$ cat config.mk
export PLATFORM = sky130hd
export DESIGN_NAME = decimal_integer_parser_unit
export DESIGN_NICKNAME = d
export VERILOG_FILES = /design/src/rtl/core/dip_pkg.sv /design/src/rtl/core/decimal_integer_parser_unit.sv /design/src/rtl/core/dip_front.sv /design/src/rtl/core/dip_back.sv
export SDC_FILE = /design/constraint.sdc
export NUM_CORES = 1
export LEC_CHECK = 0
export ABC_AREA = 1
export BUFFER_PORTS_ARGS = -buffer_cell sky130_fd_sc_hd__buf_2
export CORE_MARGIN = 2
export CORE_UTILIZATION = 60
export CTS_CLUSTER_DIAMETER = 40
export DETAILED_ROUTE_END_ITERATION = 8
export MAX_ROUTING_LAYER = met4
export PLACE_DENSITY = 0.9
export SETUP_SLACK_MARGIN = 0.4
export SYNTH_ARGS = -nofsm -noshare
export SYNTH_HDL_FRONTEND = slang
export SYNTH_HIERARCHICAL = 1
export SYNTH_SLANG_ARGS = --single-unit
$ cat constraint.sdc
create_clock -name clock -period 7.3 [get_ports clock]
set_input_delay 0.73 -clock clock [delete_from_list [all_inputs] [get_ports clock]]
set_output_delay 0.73 -clock clock [all_outputs]
set_load 0.05 [all_outputs]
$ cat src/rtl/core/dip_pkg.sv
// Shared types and constants of the decimal integer parser.
`timescale 1ns / 1ps

package dip_pkg;

   // Result error codes
   localparam logic [2:0] ERR_OK        = 3'd0;
   localparam logic [2:0] ERR_EMPTY     = 3'd1;
   localparam logic [2:0] ERR_INVALID   = 3'd2;
   localparam logic [2:0] ERR_SIGN      = 3'd3;
   localparam logic [2:0] ERR_OVERFLOW  = 3'd4;
   localparam logic [2:0] ERR_UNDERFLOW = 3'd5;

   // Character codes
   localparam logic [7:0] CHAR_ZERO  = 8'h30;
   localparam logic [7:0] CHAR_NINE  = 8'h39;
   localparam logic [7:0] CHAR_PLUS  = 8'h2B;
   localparam logic [7:0] CHAR_MINUS = 8'h2D;

   // Width mode codes
   localparam logic [1:0] WIDTH_8  = 2'd0;
   localparam logic [1:0] WIDTH_16 = 2'd1;
   localparam logic [1:0] WIDTH_32 = 2'd2;
   localparam logic [1:0] WIDTH_64 = 2'd3;

   // Configuration register indexes
   localparam int         CSR_INDEX_W  = 1;
   localparam int         CSR_DATA_W   = 2;
   localparam logic [0:0] CSR_SIGNED   = 1'd0;
   localparam logic [0:0] CSR_WIDTH    = 1'd1;

   localparam int VALUE_W = 64;
   localparam int ACC_W   = VALUE_W + 4;   // holds 10 * magnitude + digit

   // One classified character as it travels from front to back
   typedef struct packed {
      logic       empty;
      logic       last;
      logic       is_digit;
      logic       is_sign;
      logic       is_minus;
      logic [3:0] digit;
   } chr_type;

   typedef struct packed {
      logic       signed_mode;
      logic [1:0] width_mode;
   } cfg_type;

endpackage

$ cat src/rtl/core/decimal_integer_parser_unit.sv
// Top level of the streaming decimal string to integer parser.
`timescale 1ns / 1ps

// Takes one ASCII character per item on the req_ stream and returns one result per
// string on the rsp_ stream, on the character marked by req_tlast or on an empty
// marker (req_tuser). The sustained rate is one character per clock unless a string's
// ending item waits for a busy output register: the front end classifies and queues
// each item (QUEUE_DEPTH entries), and the back end applies the times-ten accumulate
// and range check to each item as it leaves the queue. The last character of a string
// is registered in the queue, then its result in an output register, where it waits;
// the block keeps taking characters while a result waits. Results carry 0 in the
// value on any error; the first error in a string wins.
// Configuration registers (csr_): index 0 signed_mode (reset 1), index 1 width_mode
// (reset 2: 0=8, 1=16, 2=32, 3=64 bits). Write them only while the block is idle.
// QUEUE_DEPTH must be at least 2.

module decimal_integer_parser_unit #(
   parameter int QUEUE_DEPTH = 2
) (
   input  logic                            clock,
   input  logic                            reset,
   // Character input
   input  logic                            req_tvalid,
   output logic                            req_tready,
   input  logic [7:0]                      req_tdata,   // [7:0] char_byte
   input  logic                            req_tlast,   // is_last
   input  logic                            req_tuser,   // [0] is_empty
   // Result output
   output logic                            rsp_tvalid,
   input  logic                            rsp_tready,
   output logic [71:0]                     rsp_tdata,   // [63:0] value_bits, [66:64] error_code
   // Configuration writes
   input  logic                            csr_valid,
   output logic                            csr_ready,
   input  logic [dip_pkg::CSR_INDEX_W-1:0] csr_index,
   input  logic [dip_pkg::CSR_DATA_W-1:0]  csr_data
);

   logic                        signed_ff, signed_in;
   logic [1:0]                  width_ff, width_in;
   dip_pkg::cfg_type            cfg;
   logic                        q_valid, q_ready;
   dip_pkg::chr_type            q_entry;
   logic [dip_pkg::VALUE_W-1:0] rsp_value;
   logic [2:0]                  rsp_error;

   // Configuration writes are always accepted; csr_ready is tied high
   assign csr_ready = 1'b1;

   always_comb begin
      signed_in = signed_ff;
      width_in  = width_ff;
      if (csr_valid) begin
         case (csr_index)
            dip_pkg::CSR_SIGNED: signed_in = csr_data[0];
            dip_pkg::CSR_WIDTH:  width_in  = csr_data[1:0];
            default: ;
         endcase
      end
   end

   always_ff @(posedge clock) begin
      if (reset) begin
         signed_ff <= 1'b1;
         width_ff  <= dip_pkg::WIDTH_32;
      end else begin
         signed_ff <= signed_in;
         width_ff  <= width_in;
      end
   end

   assign cfg.signed_mode = signed_ff;
   assign cfg.width_mode  = width_ff;

   // Accept and classify characters; hold them in a short queue
   dip_front #(
      .QUEUE_DEPTH (QUEUE_DEPTH)
   ) u_front (
      .clock      (clock),
      .reset      (reset),
      .req_tvalid (req_tvalid),
      .req_tready (req_tready),
      .req_tdata  (req_tdata),
      .req_tlast  (req_tlast),
      .req_tuser  (req_tuser),
      .q_valid    (q_valid),
      .q_ready    (q_ready),
      .q_entry    (q_entry)
   );

   // Accumulate, range check and hold the result
   dip_back u_back (
      .clock      (clock),
      .reset      (reset),
      .cfg        (cfg),
      .q_valid    (q_valid),
      .q_ready    (q_ready),
      .q_entry    (q_entry),
      .rsp_tvalid (rsp_tvalid),
      .rsp_tready (rsp_tready),
      .rsp_value  (rsp_value),
      .rsp_error  (rsp_error)
   );

   // Pack the result, zero fill to whole bytes
   assign rsp_tdata = {5'b0, rsp_error, rsp_value};

endmodule

$ cat src/rtl/core/dip_front.sv
// Front end: accept characters, classify them and queue them for the back end.
`timescale 1ns / 1ps

module dip_front #(
   parameter int QUEUE_DEPTH = 2
) (
   input  logic             clock,
   input  logic             reset,
   input  logic             req_tvalid,
   output logic             req_tready,
   input  logic [7:0]       req_tdata,
   input  logic             req_tlast,
   input  logic             req_tuser,
   output logic             q_valid,
   input  logic             q_ready,
   output dip_pkg::chr_type q_entry
);

   localparam int PTR_W = (QUEUE_DEPTH > 1) ? $clog2(QUEUE_DEPTH) : 1;
   localparam int CNT_W = $clog2(QUEUE_DEPTH + 1);

   dip_pkg::chr_type mem_ff [QUEUE_DEPTH];
   logic [PTR_W-1:0] wr_ptr_ff, wr_ptr_in;
   logic [PTR_W-1:0] rd_ptr_ff, rd_ptr_in;
   logic [CNT_W-1:0] count_ff, count_in;
   dip_pkg::chr_type cls;
   logic [7:0]       diff;
   logic             push, pop;

   // Classify the incoming byte
   always_comb begin
      diff         = req_tdata - dip_pkg::CHAR_ZERO;
      cls.empty    = req_tuser;
      cls.last     = req_tlast;
      cls.is_digit = (req_tdata >= dip_pkg::CHAR_ZERO) && (req_tdata <= dip_pkg::CHAR_NINE);
      cls.is_minus = (req_tdata == dip_pkg::CHAR_MINUS);
      cls.is_sign  = (req_tdata == dip_pkg::CHAR_PLUS) || cls.is_minus;
      cls.digit    = diff[3:0];
   end

   assign req_tready = (count_ff != CNT_W'(QUEUE_DEPTH));
   assign q_valid    = (count_ff != '0);
   assign q_entry    = mem_ff[rd_ptr_ff];
   assign push       = req_tvalid && req_tready;
   assign pop        = q_valid && q_ready;

   always_comb begin
      wr_ptr_in = wr_ptr_ff;
      rd_ptr_in = rd_ptr_ff;
      count_in  = count_ff;
      if (push) begin
         wr_ptr_in = (wr_ptr_ff == PTR_W'(QUEUE_DEPTH - 1)) ? '0 : wr_ptr_ff + 1'b1;
      end
      if (pop) begin
         rd_ptr_in = (rd_ptr_ff == PTR_W'(QUEUE_DEPTH - 1)) ? '0 : rd_ptr_ff + 1'b1;
      end
      if (push && !pop) begin
         count_in = count_ff + 1'b1;
      end else if (pop && !push) begin
         count_in = count_ff - 1'b1;
      end
   end

   always_ff @(posedge clock) begin
      if (reset) begin
         wr_ptr_ff <= '0;
         rd_ptr_ff <= '0;
         count_ff  <= '0;
      end else begin
         wr_ptr_ff <= wr_ptr_in;
         rd_ptr_ff <= rd_ptr_in;
         count_ff  <= count_in;
      end
   end

   always_ff @(posedge clock) begin
      if (push) begin
         mem_ff[wr_ptr_ff] <= cls;
      end
   end

   a_count_bound: assert property (@(posedge clock) disable iff (reset)
      count_ff <= CNT_W'(QUEUE_DEPTH))
      else $error("queue count beyond depth");

endmodule

$ cat src/rtl/core/dip_back.sv
// Back end: accumulate digits, check range and hold the result for the output.
`timescale 1ns / 1ps

module dip_back (
   input  logic                          clock,
   input  logic                          reset,
   input  dip_pkg::cfg_type              cfg,
   input  logic                          q_valid,
   output logic                          q_ready,
   input  dip_pkg::chr_type              q_entry,
   output logic                          rsp_tvalid,
   input  logic                          rsp_tready,
   output logic [dip_pkg::VALUE_W-1:0]   rsp_value,
   output logic [2:0]                    rsp_error
);

   logic [dip_pkg::VALUE_W-1:0] mag_ff, mag_in;
   logic                        neg_ff, neg_in;
   logic                        first_ff, first_in;
   logic                        seen_ff, seen_in;
   logic [2:0]                  perr_ff, perr_in;
   logic                        rsp_valid_ff, rsp_valid_in;
   logic [dip_pkg::VALUE_W-1:0] rsp_value_ff, rsp_value_in;
   logic [2:0]                  rsp_error_ff, rsp_error_in;

   logic [dip_pkg::VALUE_W-1:0] umax, limit;
   logic [dip_pkg::ACC_W-1:0]   mag_wide, sum;
   logic                        emits, pop, out_free;

   assign emits    = q_entry.empty || q_entry.last;
   assign out_free = !rsp_valid_ff || rsp_tready;
   assign q_ready  = !emits || out_free;
   assign pop      = q_valid && q_ready;

   // Range limit of the configured width
   always_comb begin
      case (cfg.width_mode)
         dip_pkg::WIDTH_8:  umax = 64'h0000_0000_0000_00FF;
         dip_pkg::WIDTH_16: umax = 64'h0000_0000_0000_FFFF;
         dip_pkg::WIDTH_32: umax = 64'h0000_0000_FFFF_FFFF;
         default:           umax = 64'hFFFF_FFFF_FFFF_FFFF;
      endcase
      if (cfg.signed_mode) begin
         limit = (umax >> 1) + {{(dip_pkg::VALUE_W-1){1'b0}}, neg_ff};
      end else begin
         limit = umax;
      end
   end

   // Times ten plus digit as shift-add; out of range when it passes the limit
   assign mag_wide = {4'b0, mag_ff};
   assign sum = (mag_wide << 3) + (mag_wide << 1) + {{(dip_pkg::ACC_W-4){1'b0}}, q_entry.digit};

   always_comb begin
      mag_in       = mag_ff;
      neg_in       = neg_ff;
      first_in     = first_ff;
      seen_in      = seen_ff;
      perr_in      = perr_ff;
      rsp_valid_in = rsp_valid_ff && !rsp_tready;
      rsp_value_in = rsp_value_ff;
      rsp_error_in = rsp_error_ff;
      if (pop) begin
         if (q_entry.empty) begin
            rsp_valid_in = 1'b1;
            rsp_value_in = '0;
            rsp_error_in = dip_pkg::ERR_EMPTY;
            mag_in       = '0;
            neg_in       = 1'b0;
            first_in     = 1'b1;
            seen_in      = 1'b0;
            perr_in      = dip_pkg::ERR_OK;
         end else begin
            first_in = 1'b0;
            if (perr_ff == dip_pkg::ERR_OK) begin
               if (first_ff && q_entry.is_sign) begin
                  if (cfg.signed_mode) begin
                     neg_in = q_entry.is_minus;
                  end else begin
                     perr_in = dip_pkg::ERR_SIGN;
                  end
               end else if (!q_entry.is_digit) begin
                  perr_in = dip_pkg::ERR_INVALID;
               end else if (sum > {4'b0, limit}) begin
                  perr_in = (cfg.signed_mode && neg_ff) ? dip_pkg::ERR_UNDERFLOW
                                                        : dip_pkg::ERR_OVERFLOW;
               end else begin
                  mag_in  = sum[dip_pkg::VALUE_W-1:0];
                  seen_in = 1'b1;
               end
            end
            if (q_entry.last) begin
               rsp_valid_in = 1'b1;
               rsp_error_in = perr_in;
               rsp_value_in = '0;
               if (perr_in == dip_pkg::ERR_OK && !seen_in) begin
                  rsp_error_in = dip_pkg::ERR_INVALID;
               end else if (perr_in == dip_pkg::ERR_OK) begin
                  rsp_value_in = (cfg.signed_mode && neg_in) ? ('0 - mag_in) : mag_in;
               end
               mag_in   = '0;
               neg_in   = 1'b0;
               first_in = 1'b1;
               seen_in  = 1'b0;
               perr_in  = dip_pkg::ERR_OK;
            end
         end
      end
   end

   always_ff @(posedge clock) begin
      if (reset) begin
         mag_ff       <= '0;
         neg_ff       <= 1'b0;
         first_ff     <= 1'b1;
         seen_ff      <= 1'b0;
         perr_ff      <= dip_pkg::ERR_OK;
         rsp_valid_ff <= 1'b0;
      end else begin
         mag_ff       <= mag_in;
         neg_ff       <= neg_in;
         first_ff     <= first_in;
         seen_ff      <= seen_in;
         perr_ff      <= perr_in;
         rsp_valid_ff <= rsp_valid_in;
      end
   end

   always_ff @(posedge clock) begin
      rsp_value_ff <= rsp_value_in;
      rsp_error_ff <= rsp_error_in;
   end

   assign rsp_tvalid = rsp_valid_ff;
   assign rsp_value  = rsp_value_ff;
   assign rsp_error  = rsp_error_ff;

   a_err_zero: assert property (@(posedge clock) disable iff (reset)
      rsp_valid_ff && (rsp_error_ff != dip_pkg::ERR_OK) |-> (rsp_value_ff == '0))
      else $error("error result with nonzero value");

   a_err_range: assert property (@(posedge clock) disable iff (reset)
      rsp_valid_ff |-> (rsp_error_ff <= dip_pkg::ERR_UNDERFLOW))
      else $error("undefined error code");

   a_emit: assert property (@(posedge clock) disable iff (reset)
      pop && emits |=> rsp_valid_ff)
      else $error("string end without result");

   a_err_not_first: assert property (@(posedge clock) disable iff (reset)
      (perr_ff != dip_pkg::ERR_OK) |-> !first_ff)
      else $error("pending error at start of string");

endmodule
==> summary.txt <==
Place
  – Routability-driven placement congestion ratio: between 1 and 1.5
  – DP HPWL: 46200 µm
  – Dpl ws: around 250 ps
  – Placed inst area: ~18000 µm²
  – Port Buf Inserts: between 80 and 90

GRT
  – Vias in the first global route: between 15000 and 20000
  – Global-route usage over all layers: approximately 40%
  – Initial antenna violation count: 0
  – First-pass GRT wire length: approximately 89000 µm
  – Largest net degree at the start of global routing: 75
  – Overflow after GRT: 0

Clock tree
  – CTS tree: done
  – Root buf cell: clkbuf_16
  – CTS buffer count: 17
  – Max Buffers Root-to-Sink: 2
  – Htree depth: 4
  – Worst-Skew Late Latency: ~450 ps
  – CTS Sinks: ~160
  – CTS Hold Buffers Added: 0
  – CTS clock-pin slew for the worst setup and hold paths: about 80 ps

Setup path
  – CP most frequent cell: nand2_1
  – Critical path class: flop to flop
  – Max FO, Critical Path: 32
  – Worst EP required: ~7500 ps
  – Slowest CP cell: xnor2_1
  – WP data arrival: 7040 ps
  – CP max stage delay: between 400 and 500 ps
  – Crit start category: flop
  – Crit path capture type: flop

Synth
  – Post-synth EDFFs: 85
  – Register area share after synthesis: 24.3%
  – Synth Register Bits: 164
  – Top_reg_cell synth: edfxtp_1
  – Mean area per synthesized cell: roughly 6.4 µm²
  – Netlist cell types: 53
  – Cells after Synth: between 2000 and 3000
  – FFs w/ async S/R, synth: 0%
  – Warnings from Yosys: 6
  – Synthesized cell area: 17000 µm²

Cells and area
  – Commonest non-fill, non-tap cells in the layout: nand2_1 (827), nor2_1 (265), inv_1 (257)
  – Post-route cell area: approximately 19000 µm²
  – Final nets: 2963
  – Most common cell after layout, fill and taps aside: nand2_1
  – FILL cells: between 2000 and 2500
  – Area Overhead vs Synth: 11.7%
  – Ratio of cells with drive above 1 in the final layout: between 10% and 20%
  – Antenna Cells: 0

Route
  – Initial DRC Count: ~2600
  – Via count: 18800
  – Vias/cell: between 5 and 6
  – Drt drc: 0
  – Post-DR wirelength/cell: around 19 µm
  – Post-route ant nets: 0
  – 1st-pass router iterations: 7
  – Post-Route WL: between 50000 and 60000 µm

Worst hold path
  – Hold Crit Class: input port to flop

Timing
  – RSZ-0062 raised after global routing: false
  – Setup TNS: 0 ps
  – Final Hold Viols: 0
  – Rel. slew slack: approximately 22%
  – Hold_ws: between 400 and 500 ps
  – Min Tclk post-route: approximately 6800 ps
  – Fin. max-slew vios: 0
  – F_max: 147 MHz
  – Clock Skews: around 18 ps
  – Worst-Margin Slew: 1160 ps
  – Final worst slack: about 500 ps
  – Final setup viols: 0
  – Crit share post-route: roughly 93%

Floorplan
  – Initial Utilization: roughly 60%
  – Cell Rows: 61
  – Die height: 172 µm
  – Chip Width: 172 µm
  – Io pins: 93
  – Core Area: 27900 µm²
  – Die ar.: 29700 µm²

Outcome
  – Status: finished clean

Power and ir drop
  – Worst vdd ir: about 280 µV
  – Static Leakage: around 9.9 nW
  – P per Cell Area: ~390 nW/µm²

Job
  – Max Cap Violations: 0
-- flip-flops by register name, summed over array words and instances (netlist names), named ones only --
register,count
u_back/first_ff,1
u_front/mem_ff,18
width_ff,2
u_back/mag_ff,64
signed_ff,1
u_back/neg_ff,1
u_front/count_ff,2
u_front/wr_ptr_ff,1
u_back/seen_ff,1
u_back/rsp_value,64
u_front/rd_ptr_ff,1
u_back/rsp_tvalid,1
u_back/perr_ff,3
u_back/rsp_error,3
-- final cells by class --
cell class / instances / area [µm²] / share of cell area (%)
Clock buffer: 18 / 429 / 2.26
Clock inverter: 14 / 120 / 0.633
Inverter: 310 / 1160 / 6.14
Multi-Input combinational cell: 2123 / 11800 / 62.1
Sequential cell: 164 / 4140 / 21.8
Tap cell: 378 / 473 / 2.49
Timing Repair Buffer: 131 / 871 / 4.59
-- cell families after synthesis --
| kind of cell | count (synthesis) | share of synthesized area [%] |
|---|---|---|
| AND/OR/NAND/NOR | 1478 | 36.7 |
| buffers and inverters | 381 | 9.05 |
| AO/OA/AOI/OAI | 375 | 11.8 |
| adder cells (fa/ha/maj) | 198 | 14.7 |
| flip-flops | 164 | 24.3 |
| XOR/XNOR | 55 | 2.84 |
| multiplexers | 9 | 0.597 |
| other | 2 | 0.0442 |
-- metal layers --
layer  vias up  share of wire (%)  GRT usage (%)
met4         0                4.2           16.2
met2      1134                 43           60.5
met1      8596                 42           53.8
li1       8876                  -              -
met5         -                  0              -
met3       186                 11           5.79
-- report_power, final --
group	switching, W	internal, W	total (W)
Combinational	0.00375	0.00139	0.00515
Sequential	0.0000927	0.00126	0.00135
Clock	0.000420	0.000446	0.000866
Total	0.00427	0.00310	0.00736
-- path summary, 6_finish.rpt --
path / start / cells after the start / slack, ps / endpoint
hold / removal: req_tlast / 1 / 480 / u_front/mem_ff[0][7]
setup reg to reg: flop / 42 / 500 / u_back/rsp_value[18]
hold reg to reg: u_back/seen_ff / 2 / 500 / u_back/seen_ff
setup / recovery: flop / 42 / 500 / u_back/rsp_value[18]
-- synthesized netlist by cell type, drive strengths merged (5+ instances only) --
| master | n | area, µm² |
|---|---|---|
| nand2 | 895 | 3430 |
| nor2 | 337 | 1370 |
| inv | 304 | 1140 |
| a21oi | 245 | 1240 |
| ha | 196 | 2450 |
| nand3 | 117 | 623 |
| edfxtp | 85 | 2550 |
| o21ai | 85 | 425 |
| dfxtp | 79 | 1580 |
| nand4 | 79 | 494 |
| xor2 | 39 | 342 |
| clkbuf | 37 | 139 |
| buf | 34 | 234 |
| nor3 | 30 | 183 |
| xnor2 | 16 | 140 |
| a21o | 9 | 67.6 |
| mux2 | 9 | 101 |
| o21bai | 9 | 67.6 |
| o21a | 7 | 52.6 |
| clkinv | 6 | 23.8 |
| a211oi | 5 | 37.5 |
| a21boi | 5 | 37.5 |
| o211ai | 5 | 37.5 |
-- metrics by stage --
stage          util (%)  instances  total power, W
2_1_floorplan         -       2666         0.00461
3_3_place_gp       63.6       3078         0.00566
3_5_place_dp       63.6       3078         0.00573
4_1_cts            65.9       3115         0.00671
5_1_grt            68.1       3138         0.00779
6_report           68.1       3138         0.00736
-- repair_timing --
| item | in CTS | in global routing |
|---|---|---|
| buffers inserted | 4 | 20 |
| gates cloned | 1 | 3 |
| endpoints found under the hold margin | 0 | 0 |
| pin swaps | 3 | 20 |
| endpoints found under the setup margin | 29 | 64 |
| resized for setup | 12 | 128 |
-- critical path, delay by kind of cell, from the launching register on --
kind                     cells  cell delay (ps)
flip-flops                   1              340
adder cells (fa/ha/maj)      3             1080
buffers and inverters        5              650
XOR/XNOR                     1              430
AO/OA/AOI/OAI                3              750
multiplexers                 1              350
AND/OR/NAND/NOR             29             2960
(Power assumes the default switching activity.)
